`config.mk`:
```
export PLATFORM = sky130hd
export DESIGN_NAME = bitmap_sparse_child_array_core
export DESIGN_NICKNAME = d
export VERILOG_FILES = /design/src/hdl/bscarr_pkg.sv /design/src/hdl/bscarr_ctrl.sv /design/src/hdl/bscarr_dp.sv /design/src/hdl/bitmap_sparse_child_array_core.sv
export SDC_FILE = /design/constraint.sdc
export NUM_CORES = 1
export LEC_CHECK = 0
export BUFFER_PORTS_ARGS = -buffer_cell sky130_fd_sc_hd__buf_2
export CAP_MARGIN = 15
export CORE_MARGIN = 2
export CORE_UTILIZATION = 25
export CTS_BUF_LIST = sky130_fd_sc_hd__clkbuf_4
export DETAILED_ROUTE_END_ITERATION = 8
export GPL_TIMING_DRIVEN = 1
export PLACE_DENSITY_LB_ADDON = 0.08
export SLEW_MARGIN = 20
export SYNTH_ARGS = -nofsm -noshare
export SYNTH_HDL_FRONTEND = slang
export SYNTH_SLANG_ARGS = --single-unit
```
`constraint.sdc`:
```
create_clock -name clk -period 16.4 [get_ports clk]
set_clock_uncertainty 0.2 [all_clocks]
set_input_delay 2.46 -clock clk [delete_from_list [all_inputs] [get_ports clk]]
set_output_delay 2.46 -clock clk [all_outputs]
set_load 0.01 [all_outputs]
```
`src/hdl/bscarr_pkg.sv`:
```
// Shared constants, types and a helper for the bitmap sparse child array.
package bscarr_pkg;

    localparam int ENTRIES = 16;
    localparam int SLOT_W  = 4;
    localparam int DATA_W  = 64;
    localparam int COUNT_W = 5;

    typedef enum logic
    {
        FUNC_READ  = 1'b0,
        FUNC_WRITE = 1'b1
    } func_t;

    // controller -> datapath
    typedef struct packed
    {
        logic exec;
    } dp_cmd_t;

    function automatic logic [COUNT_W-1:0] ones_in(input logic [ENTRIES-1:0] bits);
        logic [COUNT_W-1:0] n;
        n = '0;
        for (int i = 0; i < ENTRIES; i++)
        begin
            n = n + COUNT_W'(bits[i]);
        end
        return n;
    endfunction

endpackage

```
`src/hdl/bscarr_ctrl.sv`:
```
// Handshake controller: tracks the output register and issues execute commands.
module bscarr_ctrl
(
    input  logic              clk,
    input  logic              rst_n,
    input  logic              in_valid,
    output logic              in_stall,
    output logic              out_valid,
    input  logic              out_stall,
    output bscarr_pkg::dp_cmd_t cmd
);
    import bscarr_pkg::*;

    typedef enum logic
    {
        ST_EMPTY,
        ST_FULL
    } state_t;

    state_t state_reg;
    state_t state_next;
    logic   accept;

    assign out_valid = (state_reg == ST_FULL);
    // the output word may be replaced in the same cycle it is taken
    assign in_stall  = (state_reg == ST_FULL) && out_stall;
    assign accept    = in_valid && !in_stall;
    assign cmd.exec  = accept;

    always_comb
    begin
        state_next = state_reg;
        unique case (state_reg)
            ST_EMPTY:
            begin
                if (accept)
                begin
                    state_next = ST_FULL;
                end
            end
            ST_FULL:
            begin
                if (!out_stall && !accept)
                begin
                    state_next = ST_EMPTY;
                end
            end
            default:
            begin
                state_next = ST_EMPTY;
            end
        endcase
    end

    always_ff @(posedge clk or negedge rst_n)
    begin
        if (!rst_n)
        begin
            state_reg <= ST_EMPTY;
        end
        else
        begin
            state_reg <= state_next;
        end
    end

endmodule

```
`src/hdl/bscarr_dp.sv`:
```
// Datapath: presence bitmap, packed entry registers, insert shift and output word.
module bscarr_dp
(
    input  logic                        clk,
    input  logic                        rst_n,
    input  bscarr_pkg::dp_cmd_t         cmd,
    input  logic                        func,
    input  logic [bscarr_pkg::SLOT_W-1:0]  slot,
    input  logic [bscarr_pkg::DATA_W-1:0]  write_value,
    output logic [bscarr_pkg::DATA_W-1:0]  read_value,
    output logic                        present,
    output logic [bscarr_pkg::COUNT_W-1:0] stored_count
);
    import bscarr_pkg::*;

    logic [ENTRIES-1:0]  presence_reg;
    logic [ENTRIES-1:0]  presence_next;
    logic [COUNT_W-1:0]  count_reg;
    logic [COUNT_W-1:0]  count_next;
    logic [DATA_W-1:0]   entries_reg [ENTRIES];
    logic [DATA_W-1:0]   entries_next [ENTRIES];
    logic [DATA_W-1:0]   shifted_up [ENTRIES];
    logic [DATA_W-1:0]   read_value_reg;
    logic                present_reg;
    logic [COUNT_W-1:0]  stored_count_reg;

    logic [ENTRIES-1:0]  below_mask;
    logic [SLOT_W-1:0]   pos;
    logic                was_set;
    logic                is_write;
    logic                insert;
    logic                overwrite;
    logic [DATA_W-1:0]   rd_data;

    assign is_write  = (func_t'(func) == FUNC_WRITE);
    assign was_set   = presence_reg[slot];
    assign insert    = cmd.exec && is_write && !was_set && (write_value != '0);
    assign overwrite = cmd.exec && is_write && was_set;
    assign rd_data   = (!is_write && was_set) ? entries_reg[pos] : '0;

    always_comb
    begin
        for (int i = 0; i < ENTRIES; i++)
        begin
            below_mask[i] = (SLOT_W'(i) < slot);
        end
    end

    assign pos = SLOT_W'(ones_in(presence_reg & below_mask));

    always_comb
    begin
        shifted_up[0] = entries_reg[0];
        for (int k = 1; k < ENTRIES; k++)
        begin
            shifted_up[k] = entries_reg[k-1];
        end
    end

    always_comb
    begin
        presence_next = presence_reg;
        count_next    = count_reg;
        if (insert)
        begin
            presence_next[slot] = 1'b1;
            count_next          = count_reg + COUNT_W'(1);
        end
        for (int k = 0; k < ENTRIES; k++)
        begin
            entries_next[k] = entries_reg[k];
            if ((insert || overwrite) && (SLOT_W'(k) == pos))
            begin
                entries_next[k] = write_value;
            end
            else if (insert && (SLOT_W'(k) > pos) && (COUNT_W'(k) <= count_reg))
            begin
                // open the gap: entries at and above pos move up one place
                entries_next[k] = shifted_up[k];
            end
        end
    end

    always_ff @(posedge clk or negedge rst_n)
    begin
        if (!rst_n)
        begin
            presence_reg <= '0;
            count_reg    <= '0;
        end
        else
        begin
            presence_reg <= presence_next;
            count_reg    <= count_next;
        end
    end

    always_ff @(posedge clk)
    begin
        for (int k = 0; k < ENTRIES; k++)
        begin
            entries_reg[k] <= entries_next[k];
        end
        if (cmd.exec)
        begin
            read_value_reg   <= rd_data;
            present_reg      <= presence_next[slot];
            stored_count_reg <= count_next;
        end
    end

    assign read_value   = read_value_reg;
    assign present      = present_reg;
    assign stored_count = stored_count_reg;

endmodule

```
`src/hdl/bitmap_sparse_child_array_core.sv`:
```
// Top level of the bitmap sparse child array: controller plus datapath.
//
// Input channel: in_valid/in_stall carry one word of func, slot and write_value.
// func selects a read (0) or a write (1) of one of 16 logical slots.
// Output channel: out_valid/out_stall carry one result word per input word:
// read_value (slot value on a read, zero if absent or on a write), present
// (slot bit after the operation) and stored_count (packed entries after it).
//
// An accepted word appears on the output in the next cycle. Throughput is
// one word per cycle while the receiver does not stall; the bitmap popcount,
// the packed entry select and the parallel insert shift settle in the cycle.
// The output register is the only buffer, so a new word is taken in the same
// cycle the pending result leaves.
//
// While the receiver stalls with a result pending, in_stall is raised and the
// result word holds. Reset clears the presence bitmap and the entry count;
// the packed entry registers are not cleared, since no read can reach an
// entry that was never written. No clearing pass is needed after reset.
module bitmap_sparse_child_array_core
(
    input  logic                          clk,
    input  logic                          rst_n,
    input  logic                          in_valid,
    output logic                          in_stall,
    input  logic                          func,
    input  logic [bscarr_pkg::SLOT_W-1:0]  slot,
    input  logic [bscarr_pkg::DATA_W-1:0]  write_value,
    output logic                          out_valid,
    input  logic                          out_stall,
    output logic [bscarr_pkg::DATA_W-1:0]  read_value,
    output logic                          present,
    output logic [bscarr_pkg::COUNT_W-1:0] stored_count
);
    import bscarr_pkg::*;

    dp_cmd_t cmd;

    bscarr_ctrl u_ctrl
    (
        .clk       (clk),
        .rst_n     (rst_n),
        .in_valid  (in_valid),
        .in_stall  (in_stall),
        .out_valid (out_valid),
        .out_stall (out_stall),
        .cmd       (cmd)
    );

    bscarr_dp u_dp
    (
        .clk          (clk),
        .rst_n        (rst_n),
        .cmd          (cmd),
        .func         (func),
        .slot         (slot),
        .write_value  (write_value),
        .read_value   (read_value),
        .present      (present),
        .stored_count (stored_count)
    );

`ifndef SYNTH
    a_accept_gives_result: assert property (@(posedge clk) disable iff (!rst_n)
        (in_valid && !in_stall) |=> out_valid)
        else $error("accepted word produced no result");

    a_nonzero_write_sets_bit: assert property (@(posedge clk) disable iff (!rst_n)
        (in_valid && !in_stall && (func_t'(func) == FUNC_WRITE) && (write_value != '0))
        |=> present)
        else $error("nonzero write left slot absent");

    a_write_reads_zero: assert property (@(posedge clk) disable iff (!rst_n)
        (in_valid && !in_stall && (func_t'(func) == FUNC_WRITE)) |=> (read_value == '0))
        else $error("write result carries nonzero read_value");

    a_count_bounded: assert property (@(posedge clk) disable iff (!rst_n)
        out_valid |-> (stored_count <= COUNT_W'(ENTRIES)))
        else $error("stored_count exceeds slot count");
`endif

endmodule

```
==> results.md <==
* Pre-Repair DR Iteration Count at 5
* Number of filler instances in the final layout at 21,200
* Wire length of the first global-routing pass at about 320,000 um
* Largest register FFs at approximately 1,000
* Slew at the pin with the worst max-slew slack at 1.19 ns
* Class of the most critical hold timing path: register to register
* Crit share post-route at approximately three fifths
* Critical-path top delay cell: fa_4
* Largest buffer count on any clock path at 4
* Synth Net Count at between 3,000 and 4,000
* Worst-path clk slew at 0.07 ns
* Count of buffers added by post-CTS timing repair for setup at 0
* Effective utilization at floorplan at approximately 25%
* Clock latency on the worst-skew pair at roughly 1.4 ns
* Number of cells upsized or downsized after cts at 0
* Fraction of synthesized cell area taken by the top area cell type at between 60 and 70%
* Final-report setup violation count at 0
* Clock tree from TritonCTS: yes
* Sum of routed wire length over all layers at 228,000 um
* Clock sinks at around 1,100
* Total die area at around 220,000 um2
* Total routing resource utilization after global routing at 20.4%
* Core area at ~210,000 um2
* Wire length per cell at 35.1 um
* Site Rows at 170
* Final critical-path required period at a little under 10 ns
* Instance count of the mapped netlist at between 3,000 and 4,000
* Number of pins with negative max-slew slack in the final report at 0
* Avg Synthesized Cell Area at about 17 um2
* DP HPWL at roughly 120,000 um
* Largest fanout of any net on the critical path at 52
* Count of warnings emitted by yosys at 0
* RePlAce Congestion at 0.774
* Max cap viols at 0
* Final setup TNS at 0 ns
* CP peak stage delay at about 1.3 ns
* Required time at the endpoint of the critical path at 17.06 ns
* Starting DRT DRC Count at 3,556
* Library cell used as clock root buffer: clkbuf_4
* Cell area after synthesis at about 54,000 um2
* Final Core Density at slightly below 30%
* Ratio of cells with drive above 1 in the final layout at 33.7%
* Relative max-transition margin at about a fifth
* Share of synthesized flip-flops with an asynchronous set or reset at ~2.0%
* Crit path DAT at roughly 10 ns
* Total of flip-flops plus latches after synthesis at approximately 1,100
* Worst R2R Path Depth at 16
* Avg Vias per Cell at 5.57
* Startpoint-to-endpoint class of the critical path: input pin to register
* Die extent in x at around 470 um
* Top post-synthesis cells by area: edfxtp_1 61%, mux4_2 14%, o2bb2ai_1 14%
* Boundary pin count at 145
* Hold-critical path depth at 1
* Final-report hold violation count at 0
* Number of enable flip-flop cells after synthesis at 1,094
* Count of unique library cells instantiated by Yosys at 57
* Count of nets after finishing at ~3,500
* Die extent in y at 468 um
* Prevailing post-synth register cell: edfxtp_1
* Aggregate global routing overflow at 0
* Critical Path Start Type: input pin
* IO Port Bufs at ~140
* Maximum achievable frequency at roughly 100 MHz
* RSZ-0062 raised after global routing: no
* Maximum number of pins on one net before global-route repair at between 90 and 100
* Largest area contributor in the synthesized netlist: edfxtp_1
* Vias post-DR at between 30,000 and 40,000
* Number of hold-repair buffers added at the cts stage at 0
* Number of buffers inserted during clock tree synthesis at roughly 360
* Residual DRC at 0
* Number of H-tree levels at 5
* Crit-path cells: buf_2, and2_1, o31ai_1, fa_1, fa_1, fa_1, inv_1, fa_1, ha_4, fa_4, buf_4, nor3b_2, o2111ai_4, buf_4, o21ai_4, buf_4, buf_4
* Outcome: finished, final reports clean
* Vias in the first global route at roughly 39,000
* Layout-stage area growth over the synthesis result at 14.8%
* Count of antenna-violating nets left after detailed routing at 0
* Antenna violations before repair at 23
* Post-route worst hold slack at 0.290 ns
* Fraction of the yosys area taken by sequential cells at 62.1%
* Critical path endpoint category: register
==> Yosys cell counts, drive strengths merged (5+ instances only) <==
cell	n
nand2	138
edfxtp	1094
nand4	6
o41ai	6
nand3	5
a31o	8
fa	9
dfrtp	22
mux2	129
nor4	22
mux4	324
nor2	10
o21ai	15
a21oi	5
inv	12
and2	71
o2111ai	15
o211ai	11
buf	231
nor2b	6
ha	9
o2bb2ai	832
a21o	10
nor3	5
clkbuf	82
==> layer usage <==
layer  up-vias  routed length, um  GRT usage [%]  part of all wire [%]
li1      14200                  -              -                     -
met1     19700             101000           27.8                    44
met2      1945             106000           32.5                    46
met3       392              16100           4.59                   7.1
met4        12               5640           6.04                   2.5
met5         -                 71              0                 0.031
==> cell usage in the layout (no fill, tap or decap), types with 10 or more instances in the layout <==
| cell type | count |
|---|---|
| o2bb2ai_1 | 832 |
| o2111ai_4 | 15 |
| buf_4 | 103 |
| o21ai_4 | 10 |
| a21o_1 | 10 |
| buf_2 | 144 |
| clkinv_2 | 10 |
| mux2_2 | 79 |
| inv_1 | 12 |
| nand2_1 | 137 |
| mux2_1 | 50 |
| edfxtp_1 | 1094 |
| clkbuf_4 | 496 |
| nor4_1 | 18 |
| and2_1 | 70 |
| clkinv_1 | 85 |
| dfrtp_1 | 22 |
| mux4_2 | 324 |
==> final cells by class <==
class                   instances  area [um2]  share of cell area, %
repair buffers                254        1620                   2.63
multi-input cells            1672       19000                   30.7
well taps                    2838        3550                   5.75
clock inverters               102         427                  0.691
diodes                          7        17.5                 0.0284
clock buffers                 496        3720                   6.03
flip-flops and latches       1116       33400                   54.1
inverters                      12        45.0                 0.0729
==> logic make-up (layout without fill, tap and decap cells) <==
logic type | count (synthesis) | in the layout | synth area share, %
XOR/XNOR | 6 | 6 | 0.0977
buffers and inverters | 325 | 864 | 3.54
adder cells (fa/ha/maj) | 18 | 18 | 0.544
other | 0 | 7 | 0
AND/OR/NAND/NOR | 278 | 278 | 2.62
AO/OA/AOI/OAI | 914 | 914 | 14.8
multiplexers | 456 | 456 | 16.3
flip-flops | 1116 | 1116 | 62.1
==> critical path, delay by kind of cell <==
family,cells,cell delay (ns)
buf+inv,6,2.71
fa+ha+maj,6,3.38
compound gates,3,0.60
simple gates,2,1.22
==> per-stage QoR <==
step	std cells	worst slack [ns]	area (um2)
final	6497	6.57	61800
after global routing	6496	6.37	61800
after CTS	6490	6.72	61700
after detailed placement	5892	5.24	57600
after global placement	5890	5.34	57500
after floorplan	3113	1.31	53800
==> final timing paths <==
kind | from | end | slack, ns
min | u_dp.presence_reg[4]$_DFF_PN0_ | u_dp.presence_reg[4]$_DFF_PN0_ | 0.29
max | slot[0] | u_dp.entries_reg[2][36]$_DFFE_PP_ | 6.57
max reg2reg | u_dp.presence_reg[11]$_DFF_PN0_ | u_dp.entries_reg[2][36]$_DFFE_PP_ | 7.72
min in group asynchronous | rst_n | u_dp.presence_reg[12]$_DFF_PN0_ | 0.88
min reg2reg | u_dp.presence_reg[4]$_DFF_PN0_ | u_dp.presence_reg[4]$_DFF_PN0_ | 0.29
max in group asynchronous | rst_n | u_dp.count_reg[4]$_DFF_PN0_ | 14.68
Power is left out: the tool's default activity adds up to more than one toggle a clock period on the data nets, which glitch-free logic cannot reach.
